$ cat src/rtl/core/indexed_pixel_colorizer_defines.svh
// Assertion macros for the indexed pixel colorizer.
// Uses the clk and rst_n names of the module in which a macro is expanded.
`ifndef INDEXED_PIXEL_COLORIZER_DEFINES_SVH
`define INDEXED_PIXEL_COLORIZER_DEFINES_SVH

`ifndef SYNTHESIS
`define IPC_ASSERT_NOW(lbl, ante, cons) \
  lbl: assert property (@(posedge clk) disable iff (!rst_n) (ante) |-> (cons)) \
    else $error("colorizer check failed");
`define IPC_ASSERT_NEXT(lbl, ante, cons) \
  lbl: assert property (@(posedge clk) disable iff (!rst_n) (ante) |=> (cons)) \
    else $error("colorizer check failed");
`else
`define IPC_ASSERT_NOW(lbl, ante, cons)
`define IPC_ASSERT_NEXT(lbl, ante, cons)
`endif

`endif

$ cat src/rtl/core/ipc_pkg.sv
// Shared types, constants and helper functions of the indexed pixel colorizer.
// No dependencies.
package ipc_pkg;

  localparam int CFG_IDX_W = 3;

  localparam logic [CFG_IDX_W-1:0] CFG_MATERIAL_COLORS   = 3'd0;
  localparam logic [CFG_IDX_W-1:0] CFG_ALPHA_VALUES      = 3'd1;
  localparam logic [CFG_IDX_W-1:0] CFG_BASE_ALPHA        = 3'd2;
  localparam logic [CFG_IDX_W-1:0] CFG_RUST_DATA         = 3'd3;
  localparam logic [CFG_IDX_W-1:0] CFG_KEY_COLOR         = 3'd4;
  localparam logic [CFG_IDX_W-1:0] CFG_ALLOW_REGULAR     = 3'd5;

  localparam logic [31:0] LCG_MULT      = 32'd1103515245;
  localparam logic [31:0] LCG_INC       = 32'd12345;
  localparam logic [10:0] CHAN_MAX      = 11'h7FF;
  localparam logic [7:0]  MATERIAL_BASE = 8'd192;
  localparam logic [7:0]  ALPHA_OPAQUE  = 8'hFF;

  typedef enum logic [1:0] {
    PIX_PALETTE,
    PIX_MATERIAL,
    PIX_TRANSPARENT
  } pix_kind_t;

  typedef struct packed {
    logic [63:0] material_colors;
    logic [31:0] alpha_values;
    logic [7:0]  base_alpha;
    logic [31:0] rust_data;
    logic [15:0] key_color;
    logic        allow_regular;
  } cfg_t;

  // One pixel as it crosses from the front end to the back end.
  typedef struct packed {
    pix_kind_t   kind;
    logic [15:0] color;
    logic [1:0]  mat_sel;
    logic [3:0]  shade;
    logic        dim;
  } mid_entry_t;

  typedef struct packed {
    logic [15:0] color;
    logic [7:0]  alpha;
    logic        alpha_valid;
  } out_entry_t;

  function automatic logic [15:0] pack_rgb888(input logic [23:0] rgb);
    return {rgb[23:19], rgb[15:10], rgb[7:3]};
  endfunction

  function automatic logic [10:0] sat11(input logic [13:0] v);
    return (v > {3'b000, CHAN_MAX}) ? CHAN_MAX : v[10:0];
  endfunction

endpackage

$ cat src/rtl/core/ipc_queue.sv
// Small circular queue that decouples the front end from the back end.
// Depends on ipc_pkg for the entry type.
module ipc_queue #(
  parameter int DEPTH = 4,
  localparam int CntW = $clog2(DEPTH + 1)
) (
  input  logic                 clk,
  input  logic                 rst_n,
  input  logic                 push,
  input  ipc_pkg::mid_entry_t  push_entry,
  input  logic                 pop,
  output ipc_pkg::mid_entry_t  head,
  output logic [CntW-1:0]      count
);
  import ipc_pkg::*;

  localparam int PtrW = (DEPTH > 1) ? $clog2(DEPTH) : 1;

  mid_entry_t            store [DEPTH];
  logic [PtrW-1:0]       wr_ptr_r, wr_ptr_nxt;
  logic [PtrW-1:0]       rd_ptr_r, rd_ptr_nxt;
  logic [CntW-1:0]       count_r, count_nxt;

  function automatic logic [PtrW-1:0] wrap_inc(input logic [PtrW-1:0] p);
    return (p == PtrW'(DEPTH - 1)) ? '0 : p + PtrW'(1);
  endfunction

  always_comb begin
    wr_ptr_nxt = push ? wrap_inc(wr_ptr_r) : wr_ptr_r;
    rd_ptr_nxt = pop ? wrap_inc(rd_ptr_r) : rd_ptr_r;
    count_nxt  = count_r + CntW'(push) - CntW'(pop);
  end

  always_ff @(posedge clk) begin
    if (!rst_n) begin
      wr_ptr_r <= '0;
      rd_ptr_r <= '0;
      count_r  <= '0;
    end else begin
      wr_ptr_r <= wr_ptr_nxt;
      rd_ptr_r <= rd_ptr_nxt;
      count_r  <= count_nxt;
    end
  end

  always_ff @(posedge clk) begin
    if (push) begin
      store[wr_ptr_r] <= push_entry;
    end
  end

  assign head  = store[rd_ptr_r];
  assign count = count_r;

endmodule

$ cat config.mk
export PLATFORM = sky130hd
export DESIGN_NAME = ipc_queue
export DESIGN_NICKNAME = d
export VERILOG_FILES = /design/src/rtl/core/indexed_pixel_colorizer_defines.svh /design/src/rtl/core/ipc_pkg.sv /design/src/rtl/core/ipc_queue.sv
export SDC_FILE = /design/constraint.sdc
export NUM_CORES = 1
export LEC_CHECK = 0
export ABC_AREA = 1
export BUFFER_PORTS_ARGS = -buffer_cell sky130_fd_sc_hd__buf_2
export CAP_MARGIN = 20
export CORE_MARGIN = 8
export CORE_UTILIZATION = 57
export CTS_CLUSTER_DIAMETER = 200
export CTS_CLUSTER_SIZE = 8
export DETAILED_ROUTE_END_ITERATION = 7
export PLACE_DENSITY = 0.9
export SYNTH_ARGS = -nofsm -noshare
export SYNTH_HDL_FRONTEND = slang
export SYNTH_SLANG_ARGS = --single-unit
export TNS_END_PERCENT = 20
$ cat constraint.sdc
create_clock -name clk -period 2.4 [get_ports clk]
set_clock_uncertainty 0.2 [all_clocks]
set_input_delay 0.48 -clock clk [delete_from_list [all_inputs] [get_ports clk]]
set_output_delay 0.48 -clock clk [all_outputs]
set_load 0.01 [all_outputs]
==> out/metrics.yaml <==
logic_synthesis:
  synthesis.nets: 386
  ys_warn_count: 0
  yosys.area.top_type: "edfxtp_1"
  ys_async_sr_fraction_pct: 0
  synth.area.top_cells: "edfxtp_1 (68%), inv_1 (5.5%), nand2_1 (5.1%)"
  dominantRegCellSynth: "edfxtp_1"
  synth_top_area_share_pct: 68.2
  synth_area_per_cell_um2: 12.6
  netlist_area_um2: 4400
  synth_cell_types: 14
  ys_ff_latch: 109
  synth-edff-count: 100
  yosysMostFrequentCell: "edfxtp_1"
  synth_common_cells: "edfxtp_1 (100), inv_1 (65), nand2_1 (60), a21oi_1 (28)"
  synthCells: 349
  yosysSeqAreaShare_pct: 72.3
timing:
  period_needed_ps: 2220
  tns_ps: 0
  report.final.hold_viol_count: 0
  maxSlewViolCount: 0
  rsz0062_at_grt: "no"
  max_slew_margin_pct: 74.4
  fin_crit_sh_pct: 92.3
  worstMarginPinSlew_ps: 384
  finalSetupViolCount: 0
  fmax_mhz: 451
critical_path:
  cp-start-kind: "register"
  critPathArrivalTime_ps: 1540
  crit_chain: "buf_12 -> nand2_1 -> o211ai_1 -> nand2_1 -> buf_2"
  crit_path_max_fanout: 48
  criticalPathCategory: "register to output pin"
  critPathTopFamily: "flip-flops"
  cp_slowest_cell: "dfxtp_4"
  max_stage_delay_ps: 490
  crit_top_cell: "nand2_1"
  critPathCaptureType: "output pin"
  crit_required_ps: 1720
  worst-path-buf-inv: 2
drt:
  viasPerCell: 5.07
  finalWirelength_um: 7250
  first_pass_iters: 4
  vias: 2597
  wl_per_cell_um: 14.2
  drc: 0
  ant_nets: 0
  drt_iter0_markers: 84
grt:
  grt-ovfl-total: 0
  first_global_vias: 2653
  grt_usage_pct: 13.8
  grt_antenna_before_repair: 0
  grt_max_degree: 51
  grt_pass1_wl_um: 12000
clocking:
  hold_buffers: 0
  cts_resized: 0
  clock_path_buffers: 2
  clk_pin_slew_ps: 90
  cts_root_buf: "clkbuf_8"
  clock_sinks: 109
  cts_tree: "done"
  cts_htree_levels: 3
  clock_latency_ps: 350
  numCtsBuffers: 9
power_and_ir_drop:
  vdd_drop_max_uv: 511
  power_density_nw_per_um2: 777
  cellLeakagePower_nw: 2.04
cells_and_area:
  nets: 444
  final_util_pct: 65.6
  fill_cells: 565
  num_antenna_cells: 0
  drive_above_1_share_pct: 19.3
  final_cells: 512
  area_delta_synth_final_pct: 13.3
placed_design:
  io_buffers: 56
  dp_cells: 497
  gp_congestion: 0.688
  post-dp-hpwl_um: 4400
floorplan:
  die_area_um2: 10800
  start_util_pct: 57.9
  core_um2: 7610
  chipHeight_um: 104
  rows: 32
  io_pins: 57
  die_w_um: 104
min_path:
  hold_path.class: "primary input to register"
job:
  cap_violations: 0
status:
  status: "complete, no violations"
[final timing paths]
kind / start / end / slack [ps] / depth (start not counted)
max: register / head[8] / 180 / 5
min: push_entry[7] / store[3][7] / 130 / 1
max reg2reg: count[0] / count[2] / 560 / 10
min reg2reg: rd_ptr_r[0] / register / 320 / 2
[per-stage QoR]
step / total power, mW / hold WS, ps / area (µm²) / setup slack (ps)
floorplan: 2.53 / 269 / 4400 / 492
global placement: 2.68 / 281 / 4750 / 332
detailed placement: 2.70 / 298 / 4750 / 287
CTS: 3.90 / 120 / 4980 / 77.9
global route: 4.03 / 113 / 4990 / 46.9
finish: 3.88 / 134 / 4990 / 184
[sequential cells by signal (all words and copies together) (netlist names), named ones only]
register  cells
store       100
count         3
rd_ptr_r      2
wr_ptr_r      2
[metal layers]
| metal | part of all wire, % | vias up | wire length, µm | global-route usage, % |
|---|---|---|---|---|
| li1 | - | 1298 | - | - |
| met1 | 42 | 1229 | 3040 | 14.7 |
| met2 | 51 | 57 | 3660 | 24.2 |
| met3 | 5.5 | 13 | 398 | 4.28 |
| met4 | 2.1 | 0 | 149 | 6.83 |
| met5 | 0 | - | 0 | 0 |
[where the power goes]
part	internal [mW]	leakage [nW]	switching (mW)
registers	2.17	0.994	0.0418
clock network	0.684	0.112	0.536
logic	0.170	0.933	0.274
[worst register-to-register path: cells and delay by family (launching register included)]
family          cells  cell delay (ps)
fa+ha+maj           3              760
flops               1              330
buf+inv             4              200
compound gates      1              130
simple gates        2              120
[what timing repair did]
item,CTS,global route
setup buffers,0,1
endpoints found under the hold margin,0,0
setup endpoints to repair,0,10
[placed cells by master, fill, tap and decap left out, types with 8 or more instances in the layout]
| cell type | count |
|---|---|
| clkbuf_8 | 9 |
| o211ai_1 | 25 |
| nor2_1 | 8 |
| buf_2 | 56 |
| edfxtp_1 | 100 |
| a21oi_1 | 28 |
| nand2_1 | 60 |
| o21ai_1 | 25 |
| inv_1 | 65 |
[cell families after synthesis]
group	count (synthesis)	synth area share (%)
flops	109	72.3
buf+inv	82	8.75
compound gates	81	10.6
simple gates	69	5.91
fa+ha+maj	8	2.44
[cell type report]
type                    count  area, µm²  area share (%)
well taps                 102        128            2.56
clock inverters             4       98.8            1.98
repair buffers             64        369            7.40
flip-flops and latches    109       3190            63.9
multi-input cells         158        836            16.7
inverters                  65        244            4.89
clock buffers              10        128            2.56
(Power assumes the default switching activity.)
