$ cat src/rtl/core/indexed_pixel_colorizer_defines.svh
// Assertion macros for the indexed pixel colorizer.
// Uses the clk and rst_n names of the module in which a macro is expanded.
`ifndef INDEXED_PIXEL_COLORIZER_DEFINES_SVH
`define INDEXED_PIXEL_COLORIZER_DEFINES_SVH

`ifndef SYNTHESIS
`define IPC_ASSERT_NOW(lbl, ante, cons) \
  lbl: assert property (@(posedge clk) disable iff (!rst_n) (ante) |-> (cons)) \
    else $error("colorizer check failed");
`define IPC_ASSERT_NEXT(lbl, ante, cons) \
  lbl: assert property (@(posedge clk) disable iff (!rst_n) (ante) |=> (cons)) \
    else $error("colorizer check failed");
`else
`define IPC_ASSERT_NOW(lbl, ante, cons)
`define IPC_ASSERT_NEXT(lbl, ante, cons)
`endif

`endif

$ cat src/rtl/core/ipc_pkg.sv
// Shared types, constants and helper functions of the indexed pixel colorizer.
// No dependencies.
package ipc_pkg;

  localparam int CFG_IDX_W = 3;

  localparam logic [CFG_IDX_W-1:0] CFG_MATERIAL_COLORS   = 3'd0;
  localparam logic [CFG_IDX_W-1:0] CFG_ALPHA_VALUES      = 3'd1;
  localparam logic [CFG_IDX_W-1:0] CFG_BASE_ALPHA        = 3'd2;
  localparam logic [CFG_IDX_W-1:0] CFG_RUST_DATA         = 3'd3;
  localparam logic [CFG_IDX_W-1:0] CFG_KEY_COLOR         = 3'd4;
  localparam logic [CFG_IDX_W-1:0] CFG_ALLOW_REGULAR     = 3'd5;

  localparam logic [31:0] LCG_MULT      = 32'd1103515245;
  localparam logic [31:0] LCG_INC       = 32'd12345;
  localparam logic [10:0] CHAN_MAX      = 11'h7FF;
  localparam logic [7:0]  MATERIAL_BASE = 8'd192;
  localparam logic [7:0]  ALPHA_OPAQUE  = 8'hFF;

  typedef enum logic [1:0] {
    PIX_PALETTE,
    PIX_MATERIAL,
    PIX_TRANSPARENT
  } pix_kind_t;

  typedef struct packed {
    logic [63:0] material_colors;
    logic [31:0] alpha_values;
    logic [7:0]  base_alpha;
    logic [31:0] rust_data;
    logic [15:0] key_color;
    logic        allow_regular;
  } cfg_t;

  // One pixel as it crosses from the front end to the back end.
  typedef struct packed {
    pix_kind_t   kind;
    logic [15:0] color;
    logic [1:0]  mat_sel;
    logic [3:0]  shade;
    logic        dim;
  } mid_entry_t;

  typedef struct packed {
    logic [15:0] color;
    logic [7:0]  alpha;
    logic        alpha_valid;
  } out_entry_t;

  function automatic logic [15:0] pack_rgb888(input logic [23:0] rgb);
    return {rgb[23:19], rgb[15:10], rgb[7:3]};
  endfunction

  function automatic logic [10:0] sat11(input logic [13:0] v);
    return (v > {3'b000, CHAN_MAX}) ? CHAN_MAX : v[10:0];
  endfunction

endpackage

$ cat src/rtl/core/ipc_back.sv
// Back end: shades material pixels, applies rust dimming, picks the alpha and
// holds finished results in a two-entry output queue. Depends on ipc_pkg.
module ipc_back #(
  parameter int MID_DEPTH = 4,
  localparam int CntW = $clog2(MID_DEPTH + 1)
) (
  input  logic                clk,
  input  logic                rst_n,
  input  ipc_pkg::cfg_t       cfg,
  input  ipc_pkg::mid_entry_t mid_head,
  input  logic [CntW-1:0]     mid_count,
  output logic                mid_pop,
  output logic                out_empty,
  input  logic                out_pop,
  output logic [15:0]         out_color,
  output logic [7:0]          out_alpha,
  output logic                out_alpha_valid
);
  import ipc_pkg::*;

  out_entry_t  res_q [2];
  logic        wr_sel_r, rd_sel_r;
  logic [1:0]  res_cnt_r, res_cnt_nxt;
  logic        res_pop, room;

  logic [15:0] mc;
  logic [11:0] red_p, green_p, blue_p;
  logic [13:0] red_w, green_w, blue_w, green_x3;
  logic [10:0] red_s, green_s, blue_s;
  logic        use_alpha;
  out_entry_t  result;

  always_comb begin
    mc       = cfg.material_colors[16*mid_head.mat_sel +: 16];
    red_p    = {4'd0, mc[15:11], 3'd0} * {8'd0, mid_head.shade};
    green_p  = {4'd0, mc[10:5], 2'd0} * {8'd0, mid_head.shade};
    blue_p   = {4'd0, mc[4:0], 3'd0} * {8'd0, mid_head.shade};
    green_x3 = {2'd0, green_p} * 14'd3;
    red_w    = {2'd0, red_p};
    if (mid_head.dim) begin
      green_w = green_x3 >> 2;
      blue_w  = {3'd0, blue_p[11:1]};
    end else begin
      green_w = {2'd0, green_p};
      blue_w  = {2'd0, blue_p};
    end
    red_s   = sat11(red_w);
    green_s = sat11(green_w);
    blue_s  = sat11(blue_w);

    use_alpha = (cfg.base_alpha != ALPHA_OPAQUE) || (cfg.alpha_values != '1);

    case (mid_head.kind)
      PIX_MATERIAL: begin
        result.color = {red_s[10:6], green_s[10:5], blue_s[10:6]};
        result.alpha = cfg.alpha_values[8*mid_head.mat_sel +: 8];
      end
      default: begin
        result.color = mid_head.color;
        result.alpha = cfg.base_alpha;
      end
    endcase
    if (!use_alpha) begin
      result.alpha = '0;
    end
    result.alpha_valid = use_alpha;
  end

  // A slot frees up in the same cycle that the oldest result beat is taken.
  assign res_pop     = out_pop && (res_cnt_r != 2'd0);
  assign room        = (res_cnt_r != 2'd2) || out_pop;
  assign mid_pop     = (mid_count != '0) && room;
  assign res_cnt_nxt = res_cnt_r + 2'(mid_pop) - 2'(res_pop);

  always_ff @(posedge clk) begin
    if (!rst_n) begin
      wr_sel_r  <= 1'b0;
      rd_sel_r  <= 1'b0;
      res_cnt_r <= '0;
    end else begin
      wr_sel_r  <= wr_sel_r ^ mid_pop;
      rd_sel_r  <= rd_sel_r ^ res_pop;
      res_cnt_r <= res_cnt_nxt;
    end
  end

  always_ff @(posedge clk) begin
    if (mid_pop) begin
      res_q[wr_sel_r] <= result;
    end
  end

  assign out_empty       = (res_cnt_r == 2'd0);
  assign out_color       = res_q[rd_sel_r].color;
  assign out_alpha       = res_q[rd_sel_r].alpha;
  assign out_alpha_valid = res_q[rd_sel_r].alpha_valid;

endmodule

$ cat config.mk
export PLATFORM = sky130hd
export DESIGN_NAME = ipc_back
export DESIGN_NICKNAME = d
export VERILOG_FILES = /design/src/rtl/core/indexed_pixel_colorizer_defines.svh /design/src/rtl/core/ipc_pkg.sv /design/src/rtl/core/ipc_back.sv
export SDC_FILE = /design/constraint.sdc
export NUM_CORES = 1
export LEC_CHECK = 0
export BUFFER_PORTS_ARGS = -buffer_cell sky130_fd_sc_hd__buf_4
export CAP_MARGIN = 20
export CORE_UTILIZATION = 41
export CTS_CLUSTER_SIZE = 14
export DETAILED_ROUTE_END_ITERATION = 12
export GPL_TIMING_DRIVEN = 0
export HOLD_SLACK_MARGIN = 0.05
export PLACE_DENSITY = 0.69
export SLEW_MARGIN = 0
export SYNTH_ARGS = -nofsm -noshare
export SYNTH_HDL_FRONTEND = slang
export SYNTH_SLANG_ARGS = --single-unit
$ cat constraint.sdc
create_clock -name clk -period 9.4 [get_ports clk]
set_clock_uncertainty 0.05 [all_clocks]
set_input_delay 0.94 -clock clk [delete_from_list [all_inputs] [get_ports clk]]
set_output_delay 0.94 -clock clk [all_outputs]
set_load 0.05 [all_outputs]
==> results, run 1 <==
- The run finished with clean final reports.
- The largest fanout on the critical path is 10.
- The signal on the critical path passes through buf_2 > buf_1 > buf_2 > mux4_2 > and2_1 > fa_1 > inv_1 > fa_1 > inv_1 > ha_1 > nor2b_1 > nor3_1 > nor2_1 > a21oi_1 > ha_1 > o21a_1 > o31a_1 > o21a_1 > a21o_1 > nor2b_1 > o41ai_1.
- The count of flip-flops with a built-in enable after synthesis is 50.
- The detailed-routing iteration count for the pre-antenna-repair pass is 4.
- The clock share of power is 0.130.
- The most critical setup path has its startpoint at mid_head[6].
- The transition time of the tightest slew-check pin is between 0.6 and 0.7 ns.
- In the final routed layout, each cell accounts on average for between 15 and 20 um.
- The count of fill cells added during filler insertion is around 1100.
- The top cell types in the final layout, fill and taps aside, are sky130_fd_sc_hd__buf_4 (158), sky130_fd_sc_hd__nand2_1 (57), sky130_fd_sc_hd__ha_1 (51).
- The routed wire length is between 10000 and 15000 um.
- The largest single stage delay on the critical path is 0.54 ns.
- In this run the power spent charging and discharging nets is 0.000625 W.
- The full die area is 13200 um^2.
- At the later pin of the worst-skew pair, clock insertion delay measures approximately 0.29 ns.
- The count of different cell masters after synthesis is between 50 and 60.
- The internal power of the cells is 0.000813 W.
- The synthesis warning total is 0.
- between 200 and 250 I/O pins were placed.
- Measured along the x axis, the die boundary spans around 110 um.
- The number of antenna diodes in the final layout is 0.
- Synthesis produced a netlist with a net count of around 740.
- Measured in cells, the most critical reg-to-reg path has a length of 4.
- The classification of the worst-slack hold path is flop to flop.
- The post-synthesis instance area is about 5200 um^2.
- After routing the design area is around 7000 um^2.
- TritonCTS built the clock tree.
- The final worst hold slack is roughly 0.49 ns.
- Of the total power, the share spent switching nets is 0.435.
- The final count of pins violating max slew is 0.
- No sink is reached through more buffers than the 2 on the longest clock path.
- The die is 115 um tall.
- The cell family with the largest share of critical-path delay is adder cells.
- The pin count of the biggest net entering global routing is 20.
- The hold violation count in the final report is 0.
- VDD sags by at most 89.9 uV.
- The relative slew slack is 0.571.
- The number of antenna violations at the first check in global routing came to 0.
- The endpoint type of the worst setup path is a flop.
- The startpoint class of the critical path is an input pin.
- The number of levels the H-tree was split into is 2.
- Dividing total power by cell area gives a power density of approximately 210 nW/um^2.
- The number of DRC violations after detailed routing is 0.
- The number of clock sinks is 55.
- The average vias per placed instance is roughly 5.2.
- The share of the cycle needed by the critical path after routing is 0.684.
- The initial core utilization is 0.428.
- Setup repair after global routing left no endpoint under its margin.
- After floorplanning, the core was sized to cover 12200 um^2.
- The congestion estimate from routability-driven global placement came to roughly 0.87.
- The net total in the final layout is a little over 900.
- The achievable frequency is 155 MHz.
- The sequential share of the synthesized area is 0.306.
- Among all flip-flop cells after synthesis, the most frequent one is sky130_fd_sc_hd__edfxtp_1.
- The slowest stage cell on the critical path is sky130_fd_sc_hd__fa_1.
- The leakage power summed over all cells is just over 3 nW.
- The root buffer selected by CTS is sky130_fd_sc_hd__clkbuf_16.
- The floorplan has 40 rows.
- Counting the buffers created by CTS gives 5.
- The origin of the critical flop-to-flop path is res_cnt_r[0].
- The instance count of the mapped netlist is between 400 and 500.
- The most common cell after layout, fill and taps aside is sky130_fd_sc_hd__buf_4.
- The setup TNS is 0 ns.
- The global routing usage summed across all routing layers is 0.192.
- The setup violation total in the final timing report is 0.
- The clock-pin slew on the worst setup and hold paths is 0.07 ns.
- Of the cells placed in the final design, the portion with a size suffix greater than 1 is 0.353.
- The quantity of gates resized following cts is 0.
- For the finished layout, the period the worst path requires is about 6.4 ns.
- After synthesis, the share of flip-flops with an asynchronous set or reset is 0.
- The number of global-route vias before repair is about 4200.
- The detailed router finished its first iteration with around 240 violations.
- Each instance of the synthesized netlist takes up on average between 10 and 15 um^2.
- The antenna violation net count after detailed routing is 0.
- Of the total power, registers draw 0.248.
- In this run the cell area measured after placement is ~6700 um^2.
- The capturing instance or port of the critical path is res_q[0][19].
- The critical path contains buffers and inverters numbering 5 combined.
- Relative to the synthesized area, the layout overhead comes to 30.7%.
- The endpoint required time on the critical path is 9.40 ns.
- The end of the worst register-to-register path is res_q[0][14].
- The wire length of the first global-routing pass is 19800 um.
- The number of synthesized register bits is 55.
- The post-DP HPWL is about 11000 um.
- The total number of vias is 4271.
- The number of post-CTS setup repair buffers is 0.
- For the worst setup path, the data arrival time is 6.43 ns.
- The max-capacitance violation count is 0.
- For this run the aggregate overflow at the end of global routing stands at 0.
- The power share of the combinational group is 0.622.
- Across all register-to-register paths, the minimum setup slack is about 7.5 ns.
- The category of the critical setup timing path is input pin to flop.
- The hold buffer count at CTS is 0.
- The total number of cells along the worst setup path is 21.
- The number of buffers inserted by port buffering is approximately 160.
[area by class of cell]
type | count | area [um^2] | area share
multi-input combinational | 370 | 3380 | 0.495
sequential | 55 | 1600 | 0.234
timing repair buffer | 160 | 1240 | 0.182
tap | 168 | 210 | 0.0308
inverter | 41 | 154 | 0.0225
clock buffer | 5 | 125 | 0.0183
buffer | 20 | 88.8 | 0.0130
clock inverter | 3 | 26.3 | 0.00385
[sequential cells by signal, summed over array words and instances (netlist names), named ones only]
signal and flops:
res_q 50, res_cnt_r 2, rd_sel_r 1, wr_sel_r 1
[power groups by stage]
stage	clock (W)	sequential (W)	combinational, W
2_1_floorplan	0	0.000359	0.000652
5_1_grt	0.000199	0.000363	0.000974
4_1_cts	0.000190	0.000358	0.000900
6_report	0.000186	0.000357	0.000894
3_3_place_gp	0	0.000361	0.000856
3_5_place_dp	0	0.000363	0.000893
[synthesized netlist by cell type, types with 2 or more instances]
library cell / instances / area (um^2)
sky130_fd_sc_hd__a21boi_0: 8 / 60.1
sky130_fd_sc_hd__a21o_1: 5 / 37.5
sky130_fd_sc_hd__a21oi_1: 20 / 100
sky130_fd_sc_hd__a31oi_1: 3 / 18.8
sky130_fd_sc_hd__and2_1: 34 / 213
sky130_fd_sc_hd__buf_1: 3 / 11.3
sky130_fd_sc_hd__buf_2: 5 / 25.0
sky130_fd_sc_hd__clkbuf_1: 11 / 41.3
sky130_fd_sc_hd__dfxtp_1: 5 / 100
sky130_fd_sc_hd__edfxtp_1: 50 / 1500
sky130_fd_sc_hd__fa_1: 21 / 420
sky130_fd_sc_hd__ha_1: 51 / 638
sky130_fd_sc_hd__inv_1: 41 / 154
sky130_fd_sc_hd__mux2_2: 25 / 282
sky130_fd_sc_hd__mux4_2: 24 / 541
sky130_fd_sc_hd__nand2_1: 57 / 214
sky130_fd_sc_hd__nand2b_1: 3 / 18.8
sky130_fd_sc_hd__nand3_1: 3 / 15.0
sky130_fd_sc_hd__nand4_1: 10 / 62.6
sky130_fd_sc_hd__nor2_1: 18 / 67.6
sky130_fd_sc_hd__nor2b_1: 8 / 50.1
sky130_fd_sc_hd__nor3_1: 5 / 25.0
sky130_fd_sc_hd__nor4_1: 3 / 18.8
sky130_fd_sc_hd__o211ai_1: 3 / 22.5
sky130_fd_sc_hd__o21a_1: 4 / 30.0
sky130_fd_sc_hd__o21ai_0: 8 / 40.0
sky130_fd_sc_hd__o21ai_1: 4 / 20.0
sky130_fd_sc_hd__o21bai_1: 5 / 37.5
sky130_fd_sc_hd__o221ai_1: 2 / 17.5
sky130_fd_sc_hd__o22a_1: 5 / 43.8
sky130_fd_sc_hd__o31a_1: 2 / 17.5
sky130_fd_sc_hd__xnor2_1: 14 / 123
sky130_fd_sc_hd__xor2_1: 6 / 52.6
[routing by layer]
metal  share of wire  track usage  wire length [um]
met2            0.49        0.328              6160
met1            0.44        0.256              5560
met3           0.051       0.0211               645
met5               0            0                 0
met4           0.015       0.0632               184
[worst min-delay path by stage]
| stage | startpoint | to | slack (ns) | cells past startpoint |
|---|---|---|---|---|
| floorplan | rd_sel_r | flop | 0.45 | 2 |
| global placement | rd_sel_r | rd_sel_r | 0.47 | 2 |
| detailed placement | rd_sel_r | rd_sel_r | 0.48 | 2 |
| CTS | rd_sel_r | rd_sel_r | 0.50 | 2 |
| global route | rd_sel_r | rd_sel_r | 0.52 | 2 |
| finish | rd_sel_r | rd_sel_r | 0.49 | 2 |
[through the flow]
stage,total power (W),worst slack [ns],util,std cells
global route,0.00154,2.56,0.559,822
finish,0.00144,2.97,0.559,822
detailed placement,0.00126,2.64,0.547,814
global placement,0.00122,2.74,0.543,812
floorplan,0.00101,3.47,-,486
CTS,0.00145,2.92,0.559,822
[worst reg2reg max path, delay by kind of cell (launching register included)]
| kind | cells | cell delay, ns |
|---|---|---|
| adder cells (fa/ha/maj) | 1 | 0.64 |
| flip-flops | 1 | 0.35 |
| AO/OA/AOI/OAI | 1 | 0.31 |
| buffers and inverters | 1 | 0.23 |
| AND/OR/NAND/NOR | 1 | 0.06 |
[logic make-up (layout without fill, tap and decap cells)]
group           after synthesis  after routing  synth area share
buf+inv                      61            229            0.0464
xor+xnor                     20             20            0.0335
flops                        55             55             0.306
simple gates                147            147             0.141
fa+ha+maj                    72             72             0.202
mux                          50             50             0.159
compound gates               81             81             0.111
(Power assumes the default switching activity.)
==> inputs of run 2 (changes only) <==
--- a/config.mk
+++ b/config.mk
@@ -5,6 +5,7 @@
 export SDC_FILE = /design/constraint.sdc
 export NUM_CORES = 1
 export LEC_CHECK = 0
+export ABC_AREA = 1
 export BUFFER_PORTS_ARGS = -buffer_cell sky130_fd_sc_hd__buf_4
 export CAP_MARGIN = 20
 export CORE_UTILIZATION = 41
@@ -12,7 +13,7 @@
 export DETAILED_ROUTE_END_ITERATION = 12
 export GPL_TIMING_DRIVEN = 0
 export HOLD_SLACK_MARGIN = 0.05
-export PLACE_DENSITY = 0.69
+export PLACE_DENSITY = 0.67
 export SLEW_MARGIN = 0
 export SYNTH_ARGS = -nofsm -noshare
 export SYNTH_HDL_FRONTEND = slang
==> constraint.sdc (replaced) <==
create_clock -name clk -period 6.75 [get_ports clk]
set_clock_uncertainty 0.05 [all_clocks]
set_input_delay 0.675 -clock clk [delete_from_list [all_inputs] [get_ports clk]]
set_output_delay 0.675 -clock clk [all_outputs]
set_load 0.05 [all_outputs]
==> results, run 2 <==
- The largest single stage delay on the critical path is ~0.54 ns.
- The origin of the worst min-delay path is rd_sel_r.
- The cell family with the largest share of critical-path delay is adder cells.
- Once layout is done, the placed cells without fillers occupy between 7000 and 8000 um^2.
- After detailed routing, the number of remaining DRC violations is 0.
- The placer's final routability congestion estimate is roughly 0.85.
- TritonCTS built the clock tree.
- The switching power as a share of total power is 0.448.
- The slowest stage of the critical path is the sky130_fd_sc_hd__fa_1 cell.
- In this run, post-CTS repair resized a total of 0 instances.
- The largest fanout on the critical path is 10.
- approximately 210 I/O pins were placed.
- The achievable frequency is a little under 200 MHz.
- The global routing usage summed across all routing layers is 0.213.
- The count of fill cells added during filler insertion is about 1400.
- After routing, the total negative slack on setup checks comes to 0 ns.
- The setup slack after placement is ~1.4 ns.
- The overall die width is around 120 um.
- The hold violation count in the final report is 0.
- The worst setup margin is 1.71 ns.
- The wire length of the first global-routing pass is ~25000 um.
- The post-synthesis instance area is about 5800 um^2.
- The leakage power summed over all cells is between 3 and 4 nW.
- The number of levels the H-tree was split into is 2.
- The number of flip-flops under the largest register name is 50.
- The most repeated library cell on the critical path is sky130_fd_sc_hd__nand3_1.
- The routed design could run at a clock period as short as between 5 and 6 ns.
- The relative contribution of sequential cells to total power is 0.233.
- In the final layout, the registers with the most flip-flops are res_q: 50 flops, res_cnt_r: 2 flops.
- The TritonCTS buffer count is 5.
- Counting flops and latches in the post-synthesis netlist gives 55.
- The number of clock sinks is 55.
- Measured against its own limit, the worst slew margin works out to 0.550.
- The clock share of power is 0.152.
- After the last flow step, the layout net total stands at between 1000 and 1500.
- The area fraction of the dominant cell type after synthesis is 0.258.
- The signed area change from the synthesized netlist to the final layout is 27.9%.
- The routed wire length is 14700 um.
- The number of global-route vias before repair came to about 5400.
- The worst setup path is launched from an input pin.
- The number of antenna violations at the first check in global routing was 0.
- The arrival time at the worst endpoint is 5.10 ns.
- The initial utilization of the core area, before any placement, comes to 0.419.
- The post-DP HPWL is 12400 um.
- In the layout the commonest cells are sky130_fd_sc_hd__nand2_1 (220), sky130_fd_sc_hd__buf_4 (158), sky130_fd_sc_hd__inv_1 (104).
- The root buffer selected by CTS is sky130_fd_sc_hd__clkbuf_16.
- The peak ir drop on the vdd network is roughly 140 uV.
- After clock tree synthesis, the setup repair step added 0 buffers.
- The pin count of the biggest net entering global routing is 18.
- The detailed-routing iteration count for the pre-antenna-repair pass is 5.
- The most common flop cell mapped by yosys is sky130_fd_sc_hd__edfxtp_1.
- The mean area per synthesized cell is around 7.4 um^2.
- At the pin with the least slew margin, the transition time is just under 0.7 ns.
- The final count of pins violating max slew is 0.
- After floorplanning, the core was divided into 43 placement rows.
- The classification of the worst-slack hold path is flop to flop.
- The buffers plus inverters on the worst setup path is 8.
- The synthesized design contains 50 enable-type register cells.
- The detailed router finished its first iteration with around 210 violations.
- The y dimension of the die is between 100 and 150 um.
- The full die area is 14700 um^2.
- The hold buffer count at CTS is 0.
- The endpoint type of the worst setup path is a flop.
- Clock latency on the worst-skew pair, taken at its later pin, is slightly below 0.3 ns.
- The core region area is between 10000 and 15000 um^2.
- Synthesis produced a netlist with a net count of roughly 1000.
- In the synthesized netlist, the cells that appear most often are sky130_fd_sc_hd__nand2_1 (220), sky130_fd_sc_hd__inv_1 (104), sky130_fd_sc_hd__nand3_1 (76), sky130_fd_sc_hd__nor2_1 (72), sky130_fd_sc_hd__ha_1 (51).
- The average vias per placed instance is 4.83.
- The cell type with the largest total area after synthesis is sky130_fd_sc_hd__edfxtp_1.
- The library cell used most frequently in the layout, excluding fill and tap cells, is sky130_fd_sc_hd__nand2_1.
- The timing startpoint of the critical path is mid_head[5].
- The cell with the most instances after synthesis is sky130_fd_sc_hd__nand2_1.
- The total overflow left after global routing is 0.
- The antenna violation net count after detailed routing is 0.
- The count of different cell masters after synthesis is 39.
- The Yosys step of the flow raised 0 warnings.
- The repair_antennas step left the layout with diodes totalling 0.
- The share of synthesized registers carrying an async set or reset is 0.
- The routed layout has between 5000 and 6000 vias.
- The switching power of the nets is between 0.0009 and 0.001 W.
- The flow ran to the end, and the final reports show no timing, DRC or antenna violations.
- Synthesis produced a netlist whose cell count is 787.
- Of the cells placed in the final design, the portion with a size suffix greater than 1 is 0.245.
- The sequential share of the synthesized area is 0.276.
- The average detailed-routed wire length per instance is ~13 um.
- In the finished design, the share of the clock period the worst path needs comes to 0.746.
- In this run the power density over the cells is roughly 290 nW/um^2.
- The category of the critical setup timing path is input pin to flop.
- Setup repair after global routing left no endpoint under its margin.
- Setup violations remaining at the end of the flow were counted as 0.
- After clock tree synthesis, the clock-pin slew on the worst setup and hold paths is about 0.070 ns.
- The register area is ~1600 um^2.
- Summing all multi-input logic gate instances after layout gives 3620 um^2.
- Cell internal power was estimated by the tool at around 0.0012 W.
- The post-place instance area is approximately 7200 um^2.
- res_q holds more flip-flops than any other register.
- Sorting the synthesized cells by area gives the leading types as sky130_fd_sc_hd__edfxtp_1 (26%), sky130_fd_sc_hd__nand2_1 (14%), sky130_fd_sc_hd__ha_1 (11%), sky130_fd_sc_hd__fa_1 (7.2%), sky130_fd_sc_hd__inv_1 (6.7%).
- The number of buffers between clock root and the deepest sink is 2.
- The number of buffers inserted by port buffering is roughly 160.
- The share of total power dissipated in combinational logic is 0.615.
- The design draws between 0.002 and 0.0025 W.
- The origin of the critical flop-to-flop path is res_cnt_r[0].
- Max-cap violations in this run came to 0.
- At the worst endpoint, the required time is 6.81 ns.
[run 2: cell count changes after synthesis, sizes merged, moves of 9 or more]
| cell | delta |
|---|---|
| a21boi | -9 |
| a21oi | +21 |
| and2 | -34 |
| buf | +9 |
| inv | +70 |
| mux4 | -24 |
| nand2 | +168 |
| nand3 | +80 |
| nor2 | +59 |
[run 2: kinds of logic after synthesis]
kind of cell | count (synthesis) | synth area share
muxes | 25 | 0.0484
xor gates and xnor gates | 8 | 0.0121
buffers and inverters | 142 | 0.101
AOI/OAI and AO/OA | 70 | 0.0698
DFF | 55 | 0.276
adders and majority gates | 72 | 0.182
and+or+nand+nor | 415 | 0.311
[run 2: area by class of cell]
| class | count | area share |
|---|---|---|
| Timing Repair Buffer | 157 | 0.162 |
| Clock buffer | 5 | 0.0168 |
| Clock inverter | 3 | 0.00909 |
| Multi-Input combinational cell | 590 | 0.487 |
| Buffer | 28 | 0.0214 |
| Sequential cell | 55 | 0.215 |
| Tap cell | 180 | 0.0303 |
| Inverter | 114 | 0.0575 |
[run 2: path summary, 6_finish.rpt]
check	end	slack (ns)	cells past startpoint
worst max register to register	res_q[1][4]	4.91	6
worst max-delay path	res_q[1][18]	1.71	25
worst min-delay path	flop	0.42	1
worst min register to register	flop	0.42	1
[run 2: routing by layer]
metal  vias to the layer above  track usage  wire, um
li1                       2904            -         -
met1                      2417        0.281      7050
met2                       136        0.373      6950
met3                        11       0.0183       566
met4                         0       0.0532       165
met5                         -            0         0
[run 2: power groups by stage]
stage | clock network, W | logic (W) | registers (W)
after global placement | 0 | 0.00128 | 0.000502
final | 0.000323 | 0.00131 | 0.000496
after detailed placement | 0 | 0.00131 | 0.000504
after global routing | 0.000341 | 0.00146 | 0.000504
after CTS | 0.000330 | 0.00131 | 0.000497
after floorplan | 0 | 0.000961 | 0.000498
[run 2: through the flow]
stage,hold slack (ns),util,instances
detailed placement,0.405,0.522,1124
global placement,0.386,0.519,1122
floorplan,0.375,-,787
global route,0.434,0.536,1132
CTS,0.415,0.536,1132
finish,0.415,0.536,1132
